$ cat src/ait_pkg.sv
// ait_pkg: shared types and constants for the accumulating interval timer
// depends on nothing; used by the interfaces, the divider and the top level
package ait_pkg;

    localparam int unsigned DataW   = 32;
    localparam int unsigned CfgIdxW = 2;
    localparam int unsigned CntW    = $clog2(DataW);

    // register indexes on the configuration port
    localparam logic [CfgIdxW-1:0] RegPeriod    = 2'd0;
    localparam logic [CfgIdxW-1:0] RegRepeating = 2'd1;

    // register reset values
    localparam logic [DataW-1:0] PeriodReset    = 32'd1000;
    localparam logic             RepeatingReset = 1'b1;

    // sequencer states of the top level
    typedef enum logic [1:0] {
        ST_IDLE,
        ST_DIV,
        ST_HOLD
    } t_state;

    // divider control and status
    typedef struct packed {
        logic start;
    } t_div_ctl;

    typedef struct packed {
        logic busy;
        logic done;
    } t_div_sts;

endpackage

$ cat src/ait_item_if.sv
// ait_item_if: input channel carrying one delta beat and its rearm flag
// depends on ait_pkg for the data width
interface ait_item_if;
    logic                     valid;
    logic                     ready;
    logic [ait_pkg::DataW-1:0] delta;
    logic                     rearm;

    modport source (output valid, output delta, output rearm, input ready);
    modport sink   (input valid, input delta, input rearm, output ready);
endinterface

$ cat src/ait_result_if.sv
// ait_result_if: output channel carrying the fire count and enable state
// depends on ait_pkg for the data width
interface ait_result_if;
    logic                     valid;
    logic                     ready;
    logic [ait_pkg::DataW-1:0] fires;
    logic                     enabled_now;

    modport source (output valid, output fires, output enabled_now, input ready);
    modport sink   (input valid, input fires, input enabled_now, output ready);
endinterface

$ cat src/ait_div.sv
// ait_div: restoring divider, one quotient bit per cycle
// depends on ait_pkg for widths and the control/status structs
module ait_div (
    input  logic                      i_clk,
    input  logic                      i_rst_n,
    input  ait_pkg::t_div_ctl         i_ctl,
    input  logic [ait_pkg::DataW-1:0] i_dividend,
    input  logic [ait_pkg::DataW-1:0] i_divisor,
    output ait_pkg::t_div_sts         o_sts,
    output logic [ait_pkg::DataW-1:0] o_quotient,
    output logic [ait_pkg::DataW-1:0] o_remainder
);

    logic [ait_pkg::DataW-1:0] r_rem;
    logic [ait_pkg::DataW-1:0] r_quo;
    logic [ait_pkg::DataW-1:0] r_dvs;
    logic [ait_pkg::CntW-1:0]  r_cnt;
    logic                      r_busy;
    logic                      r_done;

    logic [ait_pkg::DataW:0]   n_shift;
    logic [ait_pkg::DataW:0]   n_diff;

    // shift in next dividend bit and trial subtract
    always_comb begin
        n_shift = {r_rem, r_quo[ait_pkg::DataW-1]};
        n_diff  = n_shift - {1'b0, r_dvs};
    end

    // sequencing flags
    always_ff @(posedge i_clk) begin
        if (!i_rst_n) begin
            r_busy <= 1'b0;
            r_done <= 1'b0;
            r_cnt  <= '0;
        end else begin
            r_done <= 1'b0;
            if (i_ctl.start) begin
                r_busy <= 1'b1;
                r_cnt  <= '0;
            end else if (r_busy) begin
                r_cnt <= r_cnt + 1'b1;
                if (r_cnt == ait_pkg::CntW'(ait_pkg::DataW - 1)) begin
                    r_busy <= 1'b0;
                    r_done <= 1'b1;
                end
            end
        end
    end

    // datapath, one restoring step per cycle
    always_ff @(posedge i_clk) begin
        if (i_ctl.start) begin
            r_rem <= '0;
            r_quo <= i_dividend;
            r_dvs <= i_divisor;
        end else if (r_busy) begin
            if (!n_diff[ait_pkg::DataW]) begin
                r_rem <= n_diff[ait_pkg::DataW-1:0];
            end else begin
                r_rem <= n_shift[ait_pkg::DataW-1:0];
            end
            r_quo <= {r_quo[ait_pkg::DataW-2:0], ~n_diff[ait_pkg::DataW]};
        end
    end

    assign o_sts.busy  = r_busy;
    assign o_sts.done  = r_done;
    assign o_quotient  = r_quo;
    assign o_remainder = r_rem;

endmodule

$ cat src/accumulating_interval_timer.sv
// accumulating_interval_timer: adds each delta beat to a wrapping accumulator, reports fires
// path: an accepted beat goes to ST_HOLD, or first to ST_DIV for the 32-step divider on a repeating fire;
// ST_HOLD loads the output register once it is free, and a new beat is taken only back in ST_IDLE,
// so a result may wait for the one before it to be taken
// reset: accumulator 0, enabled 1, period 1000, repeating 1, no result pending
// depends on ait_pkg, ait_item_if, ait_result_if and ait_div
module accumulating_interval_timer (
    input  logic                           i_clk,
    input  logic                           i_rst_n,
    input  logic                           i_cfg_we,
    input  logic [ait_pkg::CfgIdxW-1:0]    i_cfg_idx,
    input  logic [ait_pkg::DataW-1:0]      i_cfg_data,
    ait_item_if.sink                       i_item,
    ait_result_if.source                   o_result
);

    ait_pkg::t_state           r_state;
    ait_pkg::t_state           n_state;

    logic [ait_pkg::DataW-1:0] r_period;
    logic                      r_repeating;
    logic [ait_pkg::DataW-1:0] r_acc;
    logic                      r_enabled;
    logic [ait_pkg::DataW-1:0] r_res_fires;
    logic                      r_out_valid;
    logic [ait_pkg::DataW-1:0] r_out_fires;
    logic                      r_out_en;

    logic                      n_accept;
    logic                      n_load;
    logic [ait_pkg::DataW-1:0] n_sum;
    logic                      n_en;
    logic                      n_fire;

    ait_pkg::t_div_ctl         div_ctl;
    ait_pkg::t_div_sts         div_sts;
    logic [ait_pkg::DataW-1:0] div_quo;
    logic [ait_pkg::DataW-1:0] div_rem;

    // beat arithmetic on acceptance
    always_comb begin
        n_accept = i_item.valid && i_item.ready;
        n_sum    = (i_item.rearm ? '0 : r_acc) + i_item.delta;
        n_en     = r_enabled || i_item.rearm;
        n_fire   = n_en && (i_item.delta != '0) && (r_period != '0) && (n_sum >= r_period);
    end

    assign i_item.ready  = (r_state == ait_pkg::ST_IDLE);
    assign div_ctl.start = n_accept && n_fire && r_repeating;

    ait_div u_div (
        .i_clk       (i_clk),
        .i_rst_n     (i_rst_n),
        .i_ctl       (div_ctl),
        .i_dividend  (n_sum),
        .i_divisor   (r_period),
        .o_sts       (div_sts),
        .o_quotient  (div_quo),
        .o_remainder (div_rem)
    );

    // state register
    always_ff @(posedge i_clk) begin
        if (!i_rst_n) begin
            r_state <= ait_pkg::ST_IDLE;
        end else begin
            r_state <= n_state;
        end
    end

    // next state and output load
    always_comb begin
        n_state = r_state;
        n_load  = 1'b0;
        case (r_state)
            ait_pkg::ST_IDLE: begin
                if (n_accept) begin
                    n_state = div_ctl.start ? ait_pkg::ST_DIV : ait_pkg::ST_HOLD;
                end
            end
            ait_pkg::ST_DIV: begin
                if (div_sts.done) begin
                    n_state = ait_pkg::ST_HOLD;
                end
            end
            ait_pkg::ST_HOLD: begin
                if (!r_out_valid || o_result.ready) begin
                    n_load  = 1'b1;
                    n_state = ait_pkg::ST_IDLE;
                end
            end
            default: begin
                n_state = ait_pkg::ST_IDLE;
            end
        endcase
    end

    // configuration registers
    always_ff @(posedge i_clk) begin
        if (!i_rst_n) begin
            r_period    <= ait_pkg::PeriodReset;
            r_repeating <= ait_pkg::RepeatingReset;
        end else if (i_cfg_we) begin
            case (i_cfg_idx)
                ait_pkg::RegPeriod:    r_period    <= i_cfg_data;
                ait_pkg::RegRepeating: r_repeating <= i_cfg_data[0];
                default: begin
                end
            endcase
        end
    end

    // timer state and pending result
    always_ff @(posedge i_clk) begin
        if (!i_rst_n) begin
            r_acc     <= '0;
            r_enabled <= 1'b1;
        end else if (n_accept) begin
            r_acc     <= n_sum;
            r_enabled <= n_en && !(n_fire && !r_repeating);
        end else if (r_state == ait_pkg::ST_DIV && div_sts.done) begin
            r_acc <= div_rem;
        end
    end

    always_ff @(posedge i_clk) begin
        if (n_accept) begin
            r_res_fires <= n_fire ? ait_pkg::DataW'(1) : '0;
        end else if (r_state == ait_pkg::ST_DIV && div_sts.done) begin
            r_res_fires <= div_quo;
        end
    end

    // output register
    always_ff @(posedge i_clk) begin
        if (!i_rst_n) begin
            r_out_valid <= 1'b0;
        end else if (n_load) begin
            r_out_valid <= 1'b1;
        end else if (o_result.ready) begin
            r_out_valid <= 1'b0;
        end
    end

    always_ff @(posedge i_clk) begin
        if (n_load) begin
            r_out_fires <= r_res_fires;
            r_out_en    <= r_enabled;
        end
    end

    assign o_result.valid       = r_out_valid;
    assign o_result.fires       = r_out_fires;
    assign o_result.enabled_now = r_out_en;

endmodule

$ cat src/flat_wrapper.sv
// flat-port wrapper written by rule: the top's interface ports become plain ports
module accumulating_interval_timer_flat 
  (i_clk, i_rst_n, i_cfg_we, i_cfg_idx, i_cfg_data, i_item_valid, i_item_delta, i_item_rearm, i_item_ready, o_result_valid, o_result_fires, o_result_enabled_now, o_result_ready);
  ait_item_if i_item_i ();
  ait_result_if o_result_i ();
  input  logic i_clk;
  input  logic i_rst_n;
  input  logic i_cfg_we;
  input  logic [ait_pkg::CfgIdxW-1:0] i_cfg_idx;
  input  logic [ait_pkg::DataW-1:0] i_cfg_data;
  input wire logic [$bits(i_item_i.valid)-1:0] i_item_valid;
  input wire logic [$bits(i_item_i.delta)-1:0] i_item_delta;
  input wire logic [$bits(i_item_i.rearm)-1:0] i_item_rearm;
  output wire logic [$bits(i_item_i.ready)-1:0] i_item_ready;
  output wire logic [$bits(o_result_i.valid)-1:0] o_result_valid;
  output wire logic [$bits(o_result_i.fires)-1:0] o_result_fires;
  output wire logic [$bits(o_result_i.enabled_now)-1:0] o_result_enabled_now;
  input wire logic [$bits(o_result_i.ready)-1:0] o_result_ready;
  assign i_item_i.valid = i_item_valid;
  assign i_item_i.delta = i_item_delta;
  assign i_item_i.rearm = i_item_rearm;
  assign i_item_ready = i_item_i.ready;
  assign o_result_valid = o_result_i.valid;
  assign o_result_fires = o_result_i.fires;
  assign o_result_enabled_now = o_result_i.enabled_now;
  assign o_result_i.ready = o_result_ready;
  accumulating_interval_timer u_core (.i_clk(i_clk), .i_rst_n(i_rst_n), .i_cfg_we(i_cfg_we), .i_cfg_idx(i_cfg_idx), .i_cfg_data(i_cfg_data), .i_item(i_item_i), .o_result(o_result_i));
endmodule
$ cat config.mk
export PLATFORM = sky130hd
export DESIGN_NAME = accumulating_interval_timer_flat
export DESIGN_NICKNAME = d
export VERILOG_FILES = /design/src/ait_pkg.sv /design/src/ait_item_if.sv /design/src/ait_result_if.sv /design/src/ait_div.sv /design/src/accumulating_interval_timer.sv /design/src/flat_wrapper.sv
export SDC_FILE = /design/constraint.sdc
export NUM_CORES = 1
export LEC_CHECK = 0
export BUFFER_PORTS_ARGS = -buffer_cell sky130_fd_sc_hd__buf_2
export CAP_MARGIN = 20
export CORE_MARGIN = 8
export CORE_UTILIZATION = 55
export CTS_CLUSTER_DIAMETER = 30
export DETAILED_ROUTE_END_ITERATION = 10
export PLACE_DENSITY = 0.74
export SKIP_LAST_GASP = 1
export SLEW_MARGIN = 0
export SYNTH_ARGS = -nofsm -noshare
export SYNTH_HDL_FRONTEND = slang
export SYNTH_HIERARCHICAL = 1
export SYNTH_SLANG_ARGS = --single-unit
$ cat constraint.sdc
create_clock -name i_clk -period 7.28 [get_ports i_clk]
set_clock_uncertainty 0.2 [all_clocks]
set_input_delay 0.364 -clock i_clk [delete_from_list [all_inputs] [get_ports i_clk]]
set_output_delay 0.364 -clock i_clk [all_outputs]
set_load 0.05 [all_outputs]
==> key figures, run 1 <==
Outcome
  – Outcome: finished, final reports clean

Setup path
  – Reg2Reg Depth: 19
  – Critical-path cell list: nor2b_1 -> ha_1 -> fa_1 -> a21oi_1 -> o211ai_2 -> a41oi_1 -> nor3_1 -> o31ai_1 -> o221ai_1 -> xor2_1 -> ha_1 -> nand4_1 -> or2_2 -> a211o_1 -> a31oi_1 -> nand2_1 -> inv_2 -> buf_4 -> mux2_2
  – WP data required: 7380 ps
  – Setup crit end kind: flip-flop
  – Crit-path slowest cell: a41oi_1
  – CP most frequent cell: ha_1
  – WS Path Type: reg2reg
  – Worst path bufs/invs: 2
  – R2r startpoint: u_core/r_acc[0]
  – Type of origin of the critical path: flip-flop
  – CP startpoint: u_core/r_acc[0]
  – CP delay by family, top: compound AO/OA/AOI/OAI gates
  – Crit-path max FO: 31
  – Crit path DAT: 6230 ps
  – Critical path depth in cells: 19
  – Critical path's largest stage delay: approximately 450 ps

Final layout
  – Fin cells: roughly 1,900
  – Final Instance Area: about 17,000 µm²
  – Register area: just over 6000 µm²
  – Area of the multi-input gates: between 7000 and 8000 µm²
  – Filler cell count: just under 2,000
  – Area grow syn2layout: 21.1%
  – Antenna fix cells: 0
  – Net count, final: 1,743
  – Layout cells sized above 1: between 10% and 20%

Synth
  – Cells after Synth: roughly 1,400
  – Post-synthesis cell area: between 10,000 and 15,000 µm²
  – Ys Warns: 6
  – Post-synth net total: 1,602
  – Post-synthesis area per instance: ~9.6 µm²

Clock tree
  – Clock transition at path regs: around 50 ps
  – Clk buf depth: 3
  – Postcts setup bufs: 0
  – CTS sink cnt: approximately 240
  – H-tree levels: 2
  – Clock root cell: clkbuf_16
  – Worst skew pair latency: 560 ps
  – Total CTS buffers: 50
  – CTS tree: built

Timing
  – Part of the cycle the worst path needs: 84.1%
  – Hold Vio Cnt, Final: 0
  – Slew margin rel.: 34.1%
  – Setup tns final: 0 ps
  – Max Slew Vio Count: 0
  – Max Clock Freq: approximately 160 MHz
  – RSZ-0062 raised after global routing: false
  – Fin crit period: 6120 ps
  – Final number of setup-violating endpoints: 0
  – Worst Slack Setup Final: approximately 1200 ps
  – Final hold slack: about 120 ps
  – Slew at the pin with the worst max-slew slack: 986 ps

Drt
  – WL per Instance: around 20 µm
  – Routed via count: 11,500
  – Antenna Nets Post-Route: 0
  – DRC: 0
  – Total wire length: approximately 40,000 µm
  – DR vias/cell: 5.91
  – DRT Pass-1 Iters: 5
  – Initial DRC Count: approximately 960

Place
  – I/O Buffers: between 100 and 150
  – DP Area: about 15,000 µm²
  – Routability cong.: 0.922
  – DP Cell Count: roughly 1,800
  – Worst slack, placed: approximately 1100 ps
  – HPWL Detailed: ~27,000 µm

Flow run
  – Maximum Capacitance Violations: 0

Power
  – Power per standard cell area: between 400 and 500 nW/µm²
  – Static Leak: approximately 7 nW
  – Peak supply drop: approximately 0.00029 V

Hold path
  – Hold Startpoint: i_rst_n
  – HP Class: in2reg
  – Hold path depth: 2

GRT
  – Number of global-route vias before repair: roughly 11,000
  – GRT Resource Usage Total: around a quarter
  – First-pass GRT wire length: slightly above 60,000 µm
  – Initial antenna violation count: 0
  – Largest net degree at the start of global routing: 74
  – Grt total ovfl: 0

Die
  – Std cell rows: 58
  – I/O pins: between 100 and 150
  – Core Area: 24,800 µm²
  – Initial Utilization: 55.3%
  – Die Y: between 150 and 200 µm
  – Die ar.: 30,300 µm²
  – Die width: between 150 and 200 µm
## cell usage in the layout (no fill, tap or decap), types with 13 or more instances in the layout
master	instances
and2_1	41
o21ai_0	69
dfxtp_1	108
nor4_1	19
clkbuf_16	50
a21o_1	44
nand2b_1	19
nor3_1	16
buf_4	14
nand3_1	33
ha_1	97
nor2b_1	39
buf_2	106
xnor2_1	37
a31oi_1	13
dlygate4sd3_1	34
inv_1	80
nand2_1	162
nor2_1	81
mux2_2	33
mux2i_1	25
edfxtp_1	129
a211oi_1	15
a21oi_1	112
xor2_1	19
o211ai_1	14
nand4_1	20
## metrics by stage
step	total power, mW	util (%)
floorplan	4.17	-
global placement	4.80	58.5
detailed placement	4.85	58.5
CTS	7.22	66.9
global route	7.62	66.9
finish	7.24	66.9
## path summary, 6_finish.rpt
path	end	slack, ps
setup / recovery	u_core/u_div/o_quotient[14]	1160
hold / removal	u_core/r_repeating	120
setup reg to reg	u_core/u_div/o_quotient[14]	1160
hold reg to reg	u_core/o_result.fires[23]	220
## layer usage
| layer | vias to the layer above | wire length [µm] | GRT usage (%) |
|---|---|---|---|
| li1 | 5508 | - | - |
| met1 | 5452 | 16600 | 31.8 |
| met2 | 438 | 18300 | 41.3 |
| met3 | 88 | 2790 | 4.86 |
| met4 | 0 | 1220 | 9.30 |
| met5 | - | 0 | 0 |
## state kept, by name, summed over array words and instances, names as in the netlist
name,cells
u_core/u_div/r_busy,1
u_core/u_div/o_quotient,32
u_core/o_result.enabled_now,1
u_core/r_repeating,1
u_core/o_result.valid,1
u_core/u_div/r_dvs,32
u_core/r_res_fires,32
u_core/r_enabled,1
u_core/r_period,32
u_core/u_div/o_remainder,32
u_core/u_div/r_done,1
u_core/o_result.fires,32
u_core/r_acc,32
u_core/r_state,2
u_core/u_div/r_cnt,5
## layout make-up
type                       count  area share, %
clock inverter                37           2.78
tap                          330           2.49
multi-input combinational   1047           42.9
clock buffer                  57           7.81
timing repair buffer         154           5.87
sequential                   237           36.3
inverter                      82           1.85
## power by group
group          switching (mW)  internal (mW)  leakage, nW  total [mW]
sequential              0.261           1.92         2.10        2.18
combinational            1.65           1.08         3.87        2.73
clock                   0.804           1.53        0.843        2.33
## worst register-to-register path, delay by kind of cell (launching register included)
kind / cells / cell delay, ps
AOI/OAI and AO/OA: 7 / 2080
xor gates and xnor gates: 1 / 230
adders and majority gates: 3 / 970
buffers and inverters: 2 / 770
DFF: 1 / 310
muxes: 1 / 430
and+or+nand+nor: 5 / 880
## repair_timing
action,in CTS,in global routing
hold buffers,34,0
gates resized for setup,0,0
endpoints found under the hold margin,34,0
No activity file was read; power rests on OpenSTA's default activity.
==> run 2: changes to the inputs <==
==> constraint.sdc (replaced) <==
create_clock -name i_clk -period 5.9 [get_ports i_clk]
set_clock_uncertainty 0.2 [all_clocks]
set_input_delay 0.295 -clock i_clk [delete_from_list [all_inputs] [get_ports i_clk]]
set_output_delay 0.295 -clock i_clk [all_outputs]
set_load 0.05 [all_outputs]
==> key figures, run 2 (same netlist as run 1, synthesis figures left out) <==
Timing
  – Max Clock Freq: 179 MHz (was 163 MHz)
  – Max Slew Vio Count: 0 (unchanged)
  – Slew margin rel.: 32.1% (was 34.1%)
  – Setup tns final: 0 ps (unchanged)
  – Hold Vio Cnt, Final: 0 (unchanged)
  – RSZ-0062 raised after global routing: false (unchanged)
  – Slew at the pin with the worst max-slew slack: 1020 ps (was 986 ps)
  – Part of the cycle the worst path needs: 94.5% (was 84.1%)
  – Fin crit period: 5570 ps (was 6120 ps)
  – Final number of setup-violating endpoints: 0 (unchanged)

Clock tree
  – CTS sink cnt: 237 (unchanged)
  – Clock root cell: clkbuf_16 (unchanged)
  – CTS tree: built (unchanged)
  – Total CTS buffers: 49 (was 50)
  – Worst skew pair latency: 540 ps (was 560 ps)
  – Clock transition at path regs: 50 ps (about the same)
  – Clk buf depth: 3 (unchanged)
  – H-tree levels: 2 (unchanged)

Drt
  – Total wire length: 39,100 µm (was 38,900 µm)
  – DRT Pass-1 Iters: 5 (unchanged)
  – DRC: 0 (unchanged)
  – Initial DRC Count: 1,024 (was 958)
  – Routed via count: 11,600 (was 11,500)
  – DR vias/cell: 5.93 (was 5.91)
  – WL per Instance: 19.9 µm (was 20.0 µm)
  – Antenna Nets Post-Route: 0 (unchanged)

Flow run
  – Maximum Capacitance Violations: 0 (unchanged)

Die
  – Die Y: 174 µm (unchanged)
  – I/O pins: 107 (unchanged)
  – Die ar.: 30,300 µm² (unchanged)
  – Initial Utilization: 55.3% (unchanged)
  – Core Area: 24,800 µm² (unchanged)
  – Die width: 174 µm (unchanged)
  – Std cell rows: 58 (unchanged)

Setup path
  – WP data required: 6090 ps (was 7380 ps)
  – Crit path DAT: 5770 ps (was 6230 ps)
  – WS Path Type: reg2reg (unchanged)
  – Setup crit end kind: flip-flop (unchanged)
  – Reg2reg setup slack: 330 ps (was 1160 ps)
  – Crit-path max FO: 48 (was 31)
  – Type of origin of the critical path: flip-flop (unchanged)

Place
  – I/O Buffers: 106 (unchanged)
  – HPWL Detailed: 27,800 µm (was 27,400 µm)
  – Routability cong.: 0.973 (was 0.922)
  – DP Cell Count: 1,835 (was 1,816)

Hold path
  – HP Class: in2reg (unchanged)

Outcome
  – Outcome: finished, final reports clean (unchanged)

GRT
  – Initial antenna violation count: 2 (was 0)
  – Grt total ovfl: 0 (unchanged)
  – Largest net degree at the start of global routing: 67 (was 74)
  – Number of global-route vias before repair: 11,600 (was 11,300)
  – First-pass GRT wire length: 62,100 µm (was 61,000 µm)
  – GRT Resource Usage Total: 25.4% (was 24.9%)

Final layout
  – Fin cells: 1,963 (was 1,944)
  – Net count, final: 1,762 (was 1,743)
  – Most frequent cells in the layout: nand2_1 (162), edfxtp_1 (129), a21oi_1 (112) (unchanged)
  – Area grow syn2layout: 22.3% (was 21.1%)
  – Commonest non-fill, non-tap cell in the layout: nand2_1 (unchanged)
  – Layout cells sized above 1: 18.1% (was 17.1%)

Power
  – Power per standard cell area: 532 nW/µm² (was 436 nW/µm²)
  – Tot Pwr: 8.92 mW (was 7.24 mW)
  – Peak supply drop: 0.000352 V (was 0.000286 V)
  – Static Leak: 6.88 nW (was 6.81 nW)
run 2: cell types whose count changed in the layout (fill, tap and decap cells not counted), moves of 2 or more:
cell | previous run | this run
buf_4 | 14 | 31
inv_8 | 4 | 0
buf_12 | 0 | 3
clkbuf_1 | 5 | 8
clkbuf_8 | 2 | 5
clkbuf_16 | 50 | 52
clkinv_2 | 1 | 3
inv_16 | 2 | 0
inv_6 | 5 | 3
run 2: final timing paths:
path                                from                          to  cells after the start
setup reg to reg         u_core/r_acc[0]       u_core/u_div/r_cnt[2]                     21
hold reg to reg   u_core/r_res_fires[22]   u_core/o_result.fires[22]                      0
setup / recovery         u_core/r_acc[0]       u_core/u_div/r_cnt[2]                     21
hold / removal           i_item_delta[0]  u_core/u_div/o_quotient[0]                      3
run 2: per-layer routing:
layer / track usage, % / part of all wire, % / routed length, µm / vias up
li1: - / - / - / 5536
met1: 31.9 / 41 / 16100 / 5541
met2: 42.4 / 48 / 18900 / 469
met3: 5.16 / 7.2 / 2820 / 97
met4: 10.4 / 3.5 / 1360 / 2
met5: 0 / 0.038 / 15 / -
run 2: power by group:
part	leakage [nW]	internal [mW]	switching, mW	total (mW)
Combinational	3.96	1.40	2.07	3.47
Sequential	2.10	2.37	0.314	2.68
Clock	0.822	1.89	0.884	2.77
Total	6.88	5.66	3.26	8.92
run 2: cell type report:
| class | instances | area, µm² |
|---|---|---|
| multi-input cells | 1047 | 7140 |
| flip-flops and latches | 237 | 6040 |
| clock buffers | 65 | 1400 |
| diodes | 1 | 2.50 |
| repair buffers | 174 | 1160 |
| inverters | 82 | 315 |
| clock inverters | 27 | 307 |
| fillers | 1931 | 8040 |
| well taps | 330 | 413 |
run 2: worst max-delay path, stage by stage (launching register included):
cell and delay, ps:
dfxtp_1 300, nor2b_1 130, ha_1 230, fa_1 420, a21oi_1 280, o211ai_2 150
a41o_2 340, a21oi_4 190, nor3_2 70, a2111oi_2 420, xnor2_1 210, ha_1 320
nand4_1 110, or2_2 330, a211o_1 290, a31oi_1 200, nand2_1 180, clkinvlp_4 160
buf_12 270, buf_12 280, nand2b_1 230, nor2_1 80
run 2: what timing repair did:
action / CTS / global route
setup buffers: 0 / 1
setup endpoints to repair: 0 / 46
endpoints found under the hold margin: 34 / 0
resized for setup: 0 / 4
hold buffers: 34 / 0
run 2: through the flow:
step	util [%]	instance area, µm²	setup slack [ps]	hold WS, ps
after floorplan	-	13700	28.6	200
after global placement	59.2	14700	186	203
after detailed placement	59.2	14700	-10.8	205
after CTS	67.5	16800	32.4	34.0
after global routing	67.6	16800	19.8	64.4
final	67.6	16800	327	68.9
